==> src/iss_pkg.sv <==
// Shared types, sizes and codes of the irrigation slot scheduler.
package iss_pkg;

  localparam int RELAY_COUNT     = 3;
  localparam int SLOTS_PER_RELAY = 8;
  localparam int CELL_COUNT      = RELAY_COUNT * SLOTS_PER_RELAY;

  localparam int RIDX_W = 2;
  localparam int SIDX_W = 3;
  localparam int MIN_W  = 11;
  localparam int EVT_W  = 13;
  localparam int MS_W   = 32;
  localparam int MODE_W = 2;

  localparam int DAY_MINUTES      = 24 * 60;
  localparam int IDLE_RECHECK     = 60;
  localparam int DEFAULT_INTERVAL = 60000;

  localparam logic [0:0] REQ_SLOT_WRITE = 1'b0;
  localparam logic [0:0] REQ_TICK       = 1'b1;

  localparam logic [MODE_W-1:0] MODE_SCHEDULE = 2'd0;
  localparam logic [MODE_W-1:0] MODE_MANUAL   = 2'd1;
  localparam logic [MODE_W-1:0] MODE_OFF      = 2'd2;

  localparam logic [1:0] REG_RUN_MODE       = 2'd0;
  localparam logic [1:0] REG_MANUAL_MASK    = 2'd1;
  localparam logic [1:0] REG_RELAYS_IN_USE  = 2'd2;
  localparam logic [1:0] REG_CHECK_INTERVAL = 2'd3;

  typedef struct packed {
    logic [0:0]        req_type;
    logic [RIDX_W-1:0] relay_index;
    logic [SIDX_W-1:0] slot_index;
    logic [MIN_W-1:0]  slot_start;
    logic [MIN_W-1:0]  slot_duration;
    logic              slot_valid;
    logic [MIN_W-1:0]  minute_of_day;
    logic [MS_W-1:0]   now_ms;
  } iss_req_t;

  typedef struct packed {
    logic [RELAY_COUNT-1:0] relay_drive;
    logic                   pump_drive;
    logic                   evaluated;
    logic                   changed;
    logic [EVT_W-1:0]       next_event;
  } iss_rsp_t;

  typedef struct packed {
    logic [1:0]      addr;
    logic [MS_W-1:0] data;
  } iss_cfg_t;

  // Slot write request broadcast to every cell.
  typedef struct packed {
    logic              en;
    logic [RIDX_W-1:0] relay;
    logic [SIDX_W-1:0] slot;
    logic [MIN_W-1:0]  start;
    logic [MIN_W-1:0]  len;
    logic              valid;
  } iss_wr_t;

  // Evaluation context: the minute is held steady while a scan travels the chain; the relay limit follows its register.
  typedef struct packed {
    logic [MIN_W-1:0]  minute;
    logic [RIDX_W-1:0] relay_limit;
  } iss_bcast_t;

  // Partial result handed from cell to cell.
  typedef struct packed {
    logic                   valid;
    logic [RELAY_COUNT-1:0] wanted;
    logic                   found;
    logic [EVT_W-1:0]       best;
  } iss_link_t;

endpackage

==> src/iss_if.sv <==
// Channel interfaces of the irrigation slot scheduler.
interface iss_req_if import iss_pkg::*; ();
  logic     valid;
  logic     ready;
  iss_req_t payload;
  modport source (output valid, output payload, input ready);
  modport sink (input valid, input payload, output ready);
endinterface

interface iss_rsp_if import iss_pkg::*; ();
  logic     valid;
  logic     ready;
  iss_rsp_t payload;
  modport source (output valid, output payload, input ready);
  modport sink (input valid, input payload, output ready);
endinterface

interface iss_cfg_if import iss_pkg::*; ();
  logic     valid;
  logic     ready;
  iss_cfg_t payload;
  modport source (output valid, output payload, input ready);
  modport sink (input valid, input payload, output ready);
endinterface

==> src/irrigation_slot_scheduler.sv <==
// Slot writes, manual and off ticks, and ticks that are not due go from the
// idle state through the hold state to the registered result; an evaluating
// tick first runs a scan through all 24 slot cells and then the state update.
// No new item is taken until the result of the last one is registered, and
// the result waits while the response is not taken. Synchronous active-high reset
// clears slot valid bits, levels, tracking, timers and loads register defaults.
module irrigation_slot_scheduler import iss_pkg::*; (
  input  logic      clk,
  input  logic      rst,
  iss_req_if.sink   req,
  iss_rsp_if.source rsp,
  iss_cfg_if.sink   cfg
);

  // The sequencer accepts one item at a time. Slot writes land directly in
  // the addressed cell; every cell compares the write's relay and slot
  // numbers against its own position, so out-of-range writes match nothing.
  iss_wr_t    wr;
  iss_bcast_t bcast;

  // The scan record enters at the head of the chain and moves one cell per
  // cycle. Each cell ORs its relay's wanted bit into the record when the
  // present minute lies in its slot, and offers its earliest later event as a
  // candidate for the next event minute. The record leaving the last cell
  // carries the whole evaluation back to the sequencer.
  iss_link_t  link [CELL_COUNT+1];

  iss_ctrl u_ctrl (
    .clk   (clk),
    .rst   (rst),
    .req   (req),
    .rsp   (rsp),
    .cfg   (cfg),
    .wr    (wr),
    .bcast (bcast),
    .head  (link[0]),
    .tail  (link[CELL_COUNT])
  );

  // Cell k holds slot k % SLOTS_PER_RELAY of relay k / SLOTS_PER_RELAY.
  for (genvar k = 0; k < CELL_COUNT; k++) begin : g_cell
    iss_cell u_cell (
      .clk      (clk),
      .rst      (rst),
      .relay_id (RIDX_W'(k / SLOTS_PER_RELAY)),
      .slot_id  (SIDX_W'(k % SLOTS_PER_RELAY)),
      .wr       (wr),
      .bcast    (bcast),
      .link_in  (link[k]),
      .link_out (link[k+1])
    );
  end

endmodule

==> src/iss_cell.sv <==
// One schedule slot cell: holds a slot and folds it into the passing scan.
module iss_cell import iss_pkg::*; (
  input  logic              clk,
  input  logic              rst,
  input  logic [RIDX_W-1:0] relay_id,
  input  logic [SIDX_W-1:0] slot_id,
  input  iss_wr_t           wr,
  input  iss_bcast_t        bcast,
  input  iss_link_t         link_in,
  output iss_link_t         link_out
);

  logic [MIN_W-1:0] start;
  logic [MIN_W-1:0] len;
  logic             valid;

  logic [MIN_W:0]   start_x;
  logic [MIN_W:0]   minute_x;
  logic [MIN_W:0]   end_min;
  logic [MIN_W:0]   start_day;
  logic [MIN_W:0]   cand;
  logic             in_slot;
  logic             used;
  iss_link_t        link_next;

  always_ff @(posedge clk) begin
    if (rst) begin
      valid <= 1'b0;
    end else if (wr.en && wr.relay == relay_id && wr.slot == slot_id) begin
      valid <= wr.valid;
    end
  end

  always_ff @(posedge clk) begin
    if (wr.en && wr.relay == relay_id && wr.slot == slot_id) begin
      start <= wr.start;
      len   <= wr.len;
    end
  end

  always_comb begin
    start_x   = {1'b0, start};
    minute_x  = {1'b0, bcast.minute};
    end_min   = start_x + {1'b0, len};
    start_day = start_x + (MIN_W+1)'(DAY_MINUTES);
    in_slot   = valid && (len != '0) && (minute_x >= start_x) && (minute_x < end_min);
    used      = valid && (relay_id < bcast.relay_limit);
    // The end plus one day never beats the start plus one day.
    if (start_x > minute_x) begin
      cand = start_x;
    end else if (end_min > minute_x && end_min < start_day) begin
      cand = end_min;
    end else begin
      cand = start_day;
    end
    link_next = link_in;
    if (in_slot) begin
      link_next.wanted = link_in.wanted | (RELAY_COUNT'(1) << relay_id);
    end
    if (used && (!link_in.found || EVT_W'(cand) < link_in.best)) begin
      link_next.found = 1'b1;
      link_next.best  = EVT_W'(cand);
    end
  end

  // Only the valid bit of the scan record is reset; the rest follows it.
  always_ff @(posedge clk) begin
    if (rst) begin
      link_out.valid <= 1'b0;
    end else begin
      link_out.valid <= link_next.valid;
    end
    link_out.wanted <= link_next.wanted;
    link_out.found  <= link_next.found;
    link_out.best   <= link_next.best;
  end

endmodule

==> src/iss_ctrl.sv <==
// Sequencer: configuration, mode handling, scan launch and result register.
module iss_ctrl import iss_pkg::*; (
  input  logic       clk,
  input  logic       rst,
  iss_req_if.sink    req,
  iss_rsp_if.source  rsp,
  iss_cfg_if.sink    cfg,
  output iss_wr_t    wr,
  output iss_bcast_t bcast,
  output iss_link_t  head,
  input  iss_link_t  tail
);

  localparam logic [1:0] ST_IDLE = 2'd0;
  localparam logic [1:0] ST_SCAN = 2'd1;
  localparam logic [1:0] ST_HOLD = 2'd2;

  logic [1:0]             state;
  logic [MODE_W-1:0]      run_mode;
  logic [RELAY_COUNT-1:0] manual_mask;
  logic [RIDX_W-1:0]      relays_in_use;
  logic [MS_W-1:0]        check_interval;
  logic [MS_W-1:0]        last_check;
  logic [EVT_W-1:0]       next_evt;
  logic [RELAY_COUNT-1:0] tracked_relays;
  logic                   tracked_pump;
  logic [RELAY_COUNT-1:0] relay_levels;
  logic                   pump_level;
  logic                   eval_flag;
  logic                   chg_flag;
  logic [MIN_W-1:0]       tick_minute;
  logic                   launch;
  logic                   out_valid;
  iss_rsp_t               out_data;

  logic [RIDX_W-1:0]      nrel;
  logic [RELAY_COUNT-1:0] in_use;
  logic                   accept;
  logic                   due;
  logic [RELAY_COUNT-1:0] scan_on;
  logic [RELAY_COUNT-1:0] scan_flip;
  logic                   scan_pump;
  logic                   out_free;

  assign req.ready   = (state == ST_IDLE);
  assign cfg.ready   = 1'b1;
  assign accept      = req.valid && req.ready;
  assign rsp.valid   = out_valid;
  assign rsp.payload = out_data;
  assign out_free    = !out_valid || rsp.ready;

  always_comb begin
    nrel = (32'(relays_in_use) > RELAY_COUNT) ? RIDX_W'(RELAY_COUNT) : relays_in_use;
    for (int r = 0; r < RELAY_COUNT; r++) begin
      in_use[r] = RIDX_W'(r) < nrel;
    end
    due = ((next_evt != '0) && ({2'b00, req.payload.minute_of_day} >= next_evt)) ||
          ((req.payload.now_ms - last_check) >= check_interval);
    scan_on   = tail.wanted & in_use;
    scan_flip = (scan_on ^ tracked_relays) & in_use;
    scan_pump = |scan_on;
  end

  always_comb begin
    wr.en    = accept && (req.payload.req_type == REQ_SLOT_WRITE);
    wr.relay = req.payload.relay_index;
    wr.slot  = req.payload.slot_index;
    wr.start = req.payload.slot_start;
    wr.len   = req.payload.slot_duration;
    wr.valid = req.payload.slot_valid;
    bcast.minute      = tick_minute;
    bcast.relay_limit = nrel;
    head.valid  = launch;
    head.wanted = '0;
    head.found  = 1'b0;
    head.best   = '0;
  end

  always_ff @(posedge clk) begin
    if (rst) begin
      run_mode       <= MODE_SCHEDULE;
      manual_mask    <= '0;
      relays_in_use  <= RIDX_W'(RELAY_COUNT);
      check_interval <= MS_W'(DEFAULT_INTERVAL);
    end else if (cfg.valid && cfg.ready) begin
      unique case (cfg.payload.addr)
        REG_RUN_MODE:       run_mode       <= cfg.payload.data[MODE_W-1:0];
        REG_MANUAL_MASK:    manual_mask    <= cfg.payload.data[RELAY_COUNT-1:0];
        REG_RELAYS_IN_USE:  relays_in_use  <= cfg.payload.data[RIDX_W-1:0];
        REG_CHECK_INTERVAL: check_interval <= cfg.payload.data;
      endcase
    end
  end

  always_ff @(posedge clk) begin
    if (rst) begin
      state          <= ST_IDLE;
      launch         <= 1'b0;
      last_check     <= '0;
      next_evt       <= '0;
      tracked_relays <= '0;
      tracked_pump   <= 1'b0;
      relay_levels   <= '0;
      pump_level     <= 1'b0;
      eval_flag      <= 1'b0;
      chg_flag       <= 1'b0;
      out_valid      <= 1'b0;
    end else begin
      launch <= 1'b0;
      if (out_valid && rsp.ready) begin
        out_valid <= 1'b0;
      end
      unique case (state)
        ST_IDLE: begin
          if (accept) begin
            eval_flag <= 1'b0;
            chg_flag  <= 1'b0;
            state     <= ST_HOLD;
            if (req.payload.req_type == REQ_TICK) begin
              unique case (run_mode)
                MODE_SCHEDULE: begin
                  if (due) begin
                    last_check <= req.payload.now_ms;
                    launch     <= 1'b1;
                    state      <= ST_SCAN;
                  end
                end
                MODE_MANUAL: begin
                  relay_levels <= (relay_levels & ~in_use) | (manual_mask & in_use);
                  pump_level   <= |(manual_mask & in_use);
                end
                default: begin
                  relay_levels <= '0;
                  pump_level   <= 1'b0;
                end
              endcase
            end
          end
        end
        ST_SCAN: begin
          if (tail.valid) begin
            relay_levels   <= (relay_levels & ~in_use) | scan_on;
            pump_level     <= scan_pump;
            tracked_relays <= tracked_relays ^ scan_flip;
            tracked_pump   <= scan_pump;
            eval_flag      <= 1'b1;
            chg_flag       <= (scan_flip != '0) || (scan_pump != tracked_pump);
            next_evt       <= tail.found ? tail.best
                              : EVT_W'({2'b00, tick_minute} + EVT_W'(IDLE_RECHECK));
            state          <= ST_HOLD;
          end
        end
        ST_HOLD: begin
          if (out_free) begin
            out_valid <= 1'b1;
            state     <= ST_IDLE;
          end
        end
        default: state <= ST_IDLE;
      endcase
    end
  end

  always_ff @(posedge clk) begin
    if (accept) begin
      tick_minute <= req.payload.minute_of_day;
    end
    if (state == ST_HOLD && out_free) begin
      out_data.relay_drive <= relay_levels;
      out_data.pump_drive  <= pump_level;
      out_data.evaluated   <= eval_flag;
      out_data.changed     <= chg_flag;
      out_data.next_event  <= next_evt;
    end
  end

`ifndef ASSERT_OFF
  a_tail_only_in_scan: assert property (@(posedge clk) disable iff (rst)
    tail.valid |-> state == ST_SCAN)
    else $error("scan result arrived outside a scan");
  a_launch_enters_scan: assert property (@(posedge clk) disable iff (rst)
    launch |-> state == ST_SCAN)
    else $error("scan launched without the sequencer waiting for it");
  a_change_needs_eval: assert property (@(posedge clk) disable iff (rst)
    (out_valid && out_data.changed) |-> out_data.evaluated)
    else $error("change flagged without an evaluation");
  a_eval_sets_event: assert property (@(posedge clk) disable iff (rst)
    (out_valid && out_data.evaluated) |-> out_data.next_event != '0)
    else $error("evaluation left the next event at zero");
  a_scan_finishes: assert property (@(posedge clk) disable iff (rst)
    launch |-> ##(CELL_COUNT) tail.valid)
    else $error("scan did not reach the end of the chain in time");
`endif

endmodule
==> src/flat_wrapper.sv <==
// flat-port wrapper written by rule: the top's interface ports become plain ports
module irrigation_slot_scheduler_flat import iss_pkg::*;
  (clk, rst, req_valid, req_payload, req_ready, rsp_valid, rsp_payload, rsp_ready, cfg_valid, cfg_payload, cfg_ready);
  iss_req_if req_i ();
  iss_rsp_if rsp_i ();
  iss_cfg_if cfg_i ();
  input  logic clk;
  input  logic rst;
  input wire logic [$bits(req_i.valid)-1:0] req_valid;
  input wire logic [$bits(req_i.payload)-1:0] req_payload;
  output wire logic [$bits(req_i.ready)-1:0] req_ready;
  output wire logic [$bits(rsp_i.valid)-1:0] rsp_valid;
  output wire logic [$bits(rsp_i.payload)-1:0] rsp_payload;
  input wire logic [$bits(rsp_i.ready)-1:0] rsp_ready;
  input wire logic [$bits(cfg_i.valid)-1:0] cfg_valid;
  input wire logic [$bits(cfg_i.payload)-1:0] cfg_payload;
  output wire logic [$bits(cfg_i.ready)-1:0] cfg_ready;
  assign req_i.valid = req_valid;
  assign req_i.payload = req_payload;
  assign req_ready = req_i.ready;
  assign rsp_valid = rsp_i.valid;
  assign rsp_payload = rsp_i.payload;
  assign rsp_i.ready = rsp_ready;
  assign cfg_i.valid = cfg_valid;
  assign cfg_i.payload = cfg_payload;
  assign cfg_ready = cfg_i.ready;
  irrigation_slot_scheduler u_core (.clk(clk), .rst(rst), .req(req_i), .rsp(rsp_i), .cfg(cfg_i));
endmodule
==> config.mk <==
export PLATFORM = sky130hd
export DESIGN_NAME = irrigation_slot_scheduler_flat
export DESIGN_NICKNAME = d
export VERILOG_FILES = /design/src/iss_pkg.sv /design/src/iss_if.sv /design/src/irrigation_slot_scheduler.sv /design/src/iss_cell.sv /design/src/iss_ctrl.sv /design/src/flat_wrapper.sv
export SDC_FILE = /design/constraint.sdc
export NUM_CORES = 2
export LEC_CHECK = 0
export ABC_AREA = 1
export BUFFER_PORTS_ARGS = -buffer_cell sky130_fd_sc_hd__buf_2
export CAP_MARGIN = 20
export CORE_ASPECT_RATIO = 0.75
export CORE_UTILIZATION = 30
export DETAILED_ROUTE_END_ITERATION = 7
export GPL_TIMING_DRIVEN = 1
export HOLD_SLACK_MARGIN = 0.08
export PLACE_DENSITY = 0.51
export SLEW_MARGIN = 20
export SYNTH_ARGS = -nofsm -noshare
export SYNTH_HDL_FRONTEND = slang
export SYNTH_SLANG_ARGS = --single-unit
export TNS_END_PERCENT = 20
==> constraint.sdc <==
create_clock -name clk -period 4.6 [get_ports clk]
set_clock_uncertainty 0.15 [all_clocks]
set_input_delay 0.92 -clock clk [delete_from_list [all_inputs] [get_ports clk]]
set_output_delay 0.92 -clock clk [all_outputs]
set_load 0.005 [all_outputs]
Word-level counts from Yosys, hierarchy flattened
Index checks and enable logic that the tools add are counted.
Storage, ports and cells
  bits in registers: 1112
  latch bits: 0
  bits in writable memories: 0
  bits in read-only memories: 0
  input bits: 111
  word-level logic and storage cells: 840
  memories kept: 0
Cells by class
  add/sub/neg operators: 50
  multipliers: 0
  div/mod/pow operators: 0
  magnitude comparators: 148
  equal/unequal tests: 21
  shift operators: 0
  muxes and demuxes: 100
  bitwise logic cells: 14
  reduce and logical (&&, ||, !) cells: 270
Operators with widths (number)
  $mux W12: 71
  $lt A12 B13 Y1: 23
  $add A11 B11 Y12: 24
  $add A11 B11 Y12 const B: 24
  $gt A12 B11 Y1: 24
  $lt A11 B12 Y1: 24
  $lt A12 B12 Y1: 24
  $ge A11 B11 Y1: 24
  $gt A11 B11 Y1: 24
  $reduce_bool A11 Y1: 24
  $logic_and A1 B1 Y1: 175
  $ge A32 B32 Y1: 1
  $sub A32 B32 Y32: 1
  $logic_or A1 B1 Y1: 26
  $logic_not A1 Y1: 24
  $mux W14: 1
  $ge A11 B13 Y1: 1
  $mux W13: 1
  $reduce_bool A13 Y1: 1
  $add A11 B6 Y12 const B: 1
  $and A3 B3 Y3: 4
  $eq A3 B3 Y1 const B: 4
  $mux W2: 6
  $pmux W3 S2: 2
  other kinds (27): 69

Longest topological paths before layout
  depth after elaboration: 9
  gate-level depth with buffers: 37
  mapped depth without buffers: 35

Cells and area by module
Synthesis repeated with hierarchy kept, for this count alone.
Unflattened totals
  cells, all modules: 11069
  area total of the unflattened synthesis: 87830.5 µm²
By module, submodules not included
  iss_cell (u_core.g_cell[0].u_cell ...): times used 21, cells an instance 411, area each 3301.9 µm², sequential area each 1041.0 µm²
  iss_ctrl: times used 1, cells an instance 1210, area each 8615.8 µm², sequential area each 2862.7 µm²
  iss_cell (u_core.g_cell[17].u_cell): times used 1, cells an instance 411, area each 3326.9 µm², sequential area each 1041.0 µm²
  iss_cell (u_core.g_cell[1].u_cell): times used 1, cells an instance 409, area each 3276.9 µm², sequential area each 1041.0 µm²
  iss_cell (u_core.g_cell[2].u_cell): times used 1, cells an instance 406, area each 3263.1 µm², sequential area each 1041.0 µm²
  irrigation_slot_scheduler: times used 1, cells an instance 2, area each 7.5 µm², sequential area each 0.0 µm²

Least setup slack after synthesis
Ideal clock, no wire load.
  kind: register to register
  start: reg u_core.g_cell[3].u_cell.start[0]
  end: reg u_core.g_cell[3].u_cell.link_out[10] in the netlist's numbering
  setup time: 0.113 ns
  data arrival time: 4.553 ns
  data required time: 4.337 ns
  slack: -0.216 ns
  stages on the path, launching flop included: 33
  buffers on the path: 2
  period minus slack after synthesis: 4.816 ns
  path through: edfxtp_1 ha_1 inv_1 fa_1 o21ai_0 nand2_1 o211ai_1 a21o_1 a21oi_1 xor2_1 ha_1 nand2_1 nor3_1 nand3_1 a21oi_1 a211oi_1 nand2_1 buf_2 a21oi_1 o21ai_0 o21ai_0 ha_1 a21oi_1 nor2_1 a211oi_1 o21ai_0 a21oi_1 nand2_1 nand2_2 nand2_2 buf_4 nand2_1 nand2_1
RTL lines
  start: declaration: RTL line iss_cell.sv:13  | logic [MIN_W-1:0] start;
  start signal: assignment: RTL line iss_cell.sv:36  | start <= wr.start;
  end: declaration: RTL line iss_cell.sv:10  | output iss_link_t link_out

==> results.cfg <==
[power]
combPwrFrac_pct = 25.3
switchingPower_mw = 8.77
power_density_nw_per_um2 = 266
p_leak_nw = 48.1
sw_frac_of_total_pct = 31.5
intPower_mw = 19.1
pwr-share-seq_pct = 37.7
ir_drop_uv = 290
pwr-share-clk_pct = 37.0

[timing]
setup_violations = 266
min_period_over_period_pct = 110
tns_ns = -44.33
finalHoldViolCount = 0
period_needed_ns = 5.04
slew_violations = 0
rsz0062_at_grt = yes
finalWorstSetupSlack_ns = -0.445
timing.fmax_mhz = 198
relSlewSlack_pct = 9.89
worstMarginPinSlew_ns = 1.35

[routing]
drtPass1Iterations = 8
route.antenna.remaining_nets = 0
wl_per_cell_um = 19.5
vias = 73900
via_per_inst = 4.97
routed_wl_um = 290000
drt_iter0_markers = 5574
drc = 0

[global_route]
track_usage_pct = 21.1
antenna_found_initial = 40
grt_pass1_wl_um = 427000
grt_max_degree = 98
grt_pass1_vias = 70400
grt_overflow = 0

[die]
die_area_um2 = 264000
die_w_um = 593
ios = 133
die_h_um = 445
start_util_pct = 30.2
core_um2 = 260000
std_cell_rows = 162

[cts]
clk_root_buffer_cell = clkbuf_16
clock_sinks = 1062
htree_levels = 3
hold_buffers = 0
cts_buffers = 119
clockBufferDepth = 3
cts_tree = yes
path_clk_slew_ns = 0.07
clk_latency_ns = 0.80

[finish]
area_delta_synth_final_pct = 33.2
nets = 12800
drive_gt1_share_pct = 26.3

[logic_synthesis]
synth.distinct_cells = 63
synth_top_area_share_pct = 22.0
ys_ff_latch = 1062
synth_edf_count = 557
syn_inst = 9548
synth.largest_area_cell = ha_1
yosysSeqAreaShare_pct = 34.1
synth_warnings = 0
synth_area_leaders = ha_1 (22%), edfxtp_1 (21%), dfxtp_1 (13%)
yosys-top-cells-count = nand2_1 (2,120), ha_1 (1,385), inv_1 (1,146)
synth.most_common_cell = nand2_1
synth_fp_nets = 11100
syn-cell-area_um2 = 78600
postSynthAreaPerCell_um2 = 8.23
synth-async-reset-ratio_pct = 0
ys.flop_type = edfxtp_1

[outcome]
status = finished with violations
violations = setup timing

[setup_path]
crit_top_cell = nand2_1
cp_data_arrival_time_ns = 5.62
crit_type = flip-flop to flip-flop
r2r_slack_ns = -0.44
critPathLaunchType = flip-flop
end_kind = flip-flop
critPathMaxStageDelay_ns = 0.42
worstPathMaxFanout = 6
r2r_cells = 31
cp.required_ns = 5.18
cpMaxStageDelayCell = edfxtp_1

[placed_design]
port_buffers = 130
hpwlAfterDp_um = 217000
gp_congestion = 0.932
dp_slack_ns = -0.613

[min_path]
hold_class = flip-flop to flip-flop
hold_depth = 0

[run]
cap_viol_max_count = 0
[critical path: cells and delay by family, from the launching register on]
family / cells / cell delay (ns)
simple gates: 15 / 1.40
fa+ha+maj: 4 / 1.11
compound gates: 6 / 1.03
buf+inv: 5 / 0.61
flops: 1 / 0.42
xor+xnor: 1 / 0.23
[cells by family (layout without fill, tap and decap cells)]
group	after synthesis	after routing	synth area share, %
buf+inv	1315	3167	6.63
xor+xnor	341	341	3.80
other cells	2	5	0.00955
fa+ha+maj	1410	1410	22.7
simple gates	3518	3545	19.2
compound gates	1900	1900	13.5
flops	1062	1062	34.1
[sequential cells by signal, summed over array words and instances, names as in the netlist, named ones only]
signal / count
u_core.g_cell.u_cell.len: 264
u_core.g_cell.u_cell.link_out: 384
u_core.g_cell.u_cell.start: 264
u_core.g_cell.u_cell.valid: 24
u_core.u_ctrl.check_interval: 32
u_core.u_ctrl.chg_flag: 1
u_core.u_ctrl.eval_flag: 1
u_core.u_ctrl.last_check: 32
u_core.u_ctrl.launch: 1
u_core.u_ctrl.manual_mask: 3
u_core.u_ctrl.next_evt: 12
u_core.u_ctrl.nrel: 2
u_core.u_ctrl.pump_level: 1
u_core.u_ctrl.rsp.payload: 18
u_core.u_ctrl.rsp.valid: 1
u_core.u_ctrl.run_mode: 2
u_core.u_ctrl.state: 2
u_core.u_ctrl.tick_minute: 11
u_core.u_ctrl.tracked_pump: 1
[layer usage]
metal  global-route usage, %  share of wire, %  up-vias  routed length, µm
li1                        -                 -    36500                  -
met1                    30.6                48    35000             139000
met2                    33.0                44     1961             126000
met3                    2.60               5.8      382              17000
met4                    5.41               2.6        4               7610
met5                       0            0.0066        -                 19
[path summary, 6_finish.rpt]
check	start	endpoint
setup / recovery	u_core.g_cell[15].u_cell.start[0]	u_core.g_cell[15].u_cell.link_out[11]
hold / removal	u_core.g_cell[21].u_cell.link_out[14]	u_core.g_cell[22].u_cell.link_out[14]
setup reg to reg	u_core.g_cell[15].u_cell.start[0]	u_core.g_cell[15].u_cell.link_out[11]
hold reg to reg	u_core.g_cell[21].u_cell.link_out[14]	u_core.g_cell[22].u_cell.link_out[14]
[placed cells by master (no fill, tap or decap), types with 86 or more instances in the layout]
cell       instances
nand3_1          363
edfxtp_1         557
inv_1           1096
o21ai_0          355
nand3_2           99
buf_2            129
nor2_1           377
a21oi_1          811
o21ai_1          145
clkbuf_16        126
nand2_4          103
buf_4           1530
nor3_1           115
dfxtp_1          505
nand4_1          126
nand2_1         1918
ha_1            1276
nand2_2          203
xor2_1           254
ha_4              86
a21oi_2          117
[what timing repair did]
| item | in CTS | in global routing |
|---|---|---|
| cloned | 21 | 17 |
| gates resized for setup | 544 | 649 |
| pin swaps | 218 | 375 |
| setup endpoints to repair | 276 | 315 |
| endpoints found under the hold margin | 0 | 0 |
| setup buffers | 93 | 92 |
[stage by stage]
stage / instance area (µm²) / instances / total power [mW] / hold slack [ns] / utilization, %
after global placement: 94100 / 14400 / 16.8 / 0.161 / 36.2
after global routing: 105000 / 14900 / 29.2 / 0.173 / 40.2
after floorplan: 78600 / 9548 / 14.1 / 0.160 / -
after CTS: 101000 / 14800 / 27.6 / 0.132 / 38.8
final: 105000 / 14900 / 27.8 / 0.174 / 40.2
after detailed placement: 94100 / 14400 / 16.9 / 0.162 / 36.2
[power groups by stage]
| stage | logic (mW) | registers, mW | clock network [mW] |
|---|---|---|---|
| finish | 7.04 | 10.5 | 10.3 |
| global placement | 6.09 | 10.7 | 0 |
| detailed placement | 6.25 | 10.7 | 0 |
| floorplan | 3.52 | 10.6 | 0 |
| CTS | 6.58 | 10.5 | 10.5 |
| global route | 7.84 | 10.5 | 10.9 |
[layout make-up]
class,instances,area (µm²)
inverter,1170,4450
antenna,3,7.51
timing repair buffer,1769,13700
fill,26000,156000
tap,3444,4310
clock inverter,78,846
clock buffer,150,3350
sequential,1062,26800
multi-input combinational,7198,51200
(Power assumes the default switching activity.)
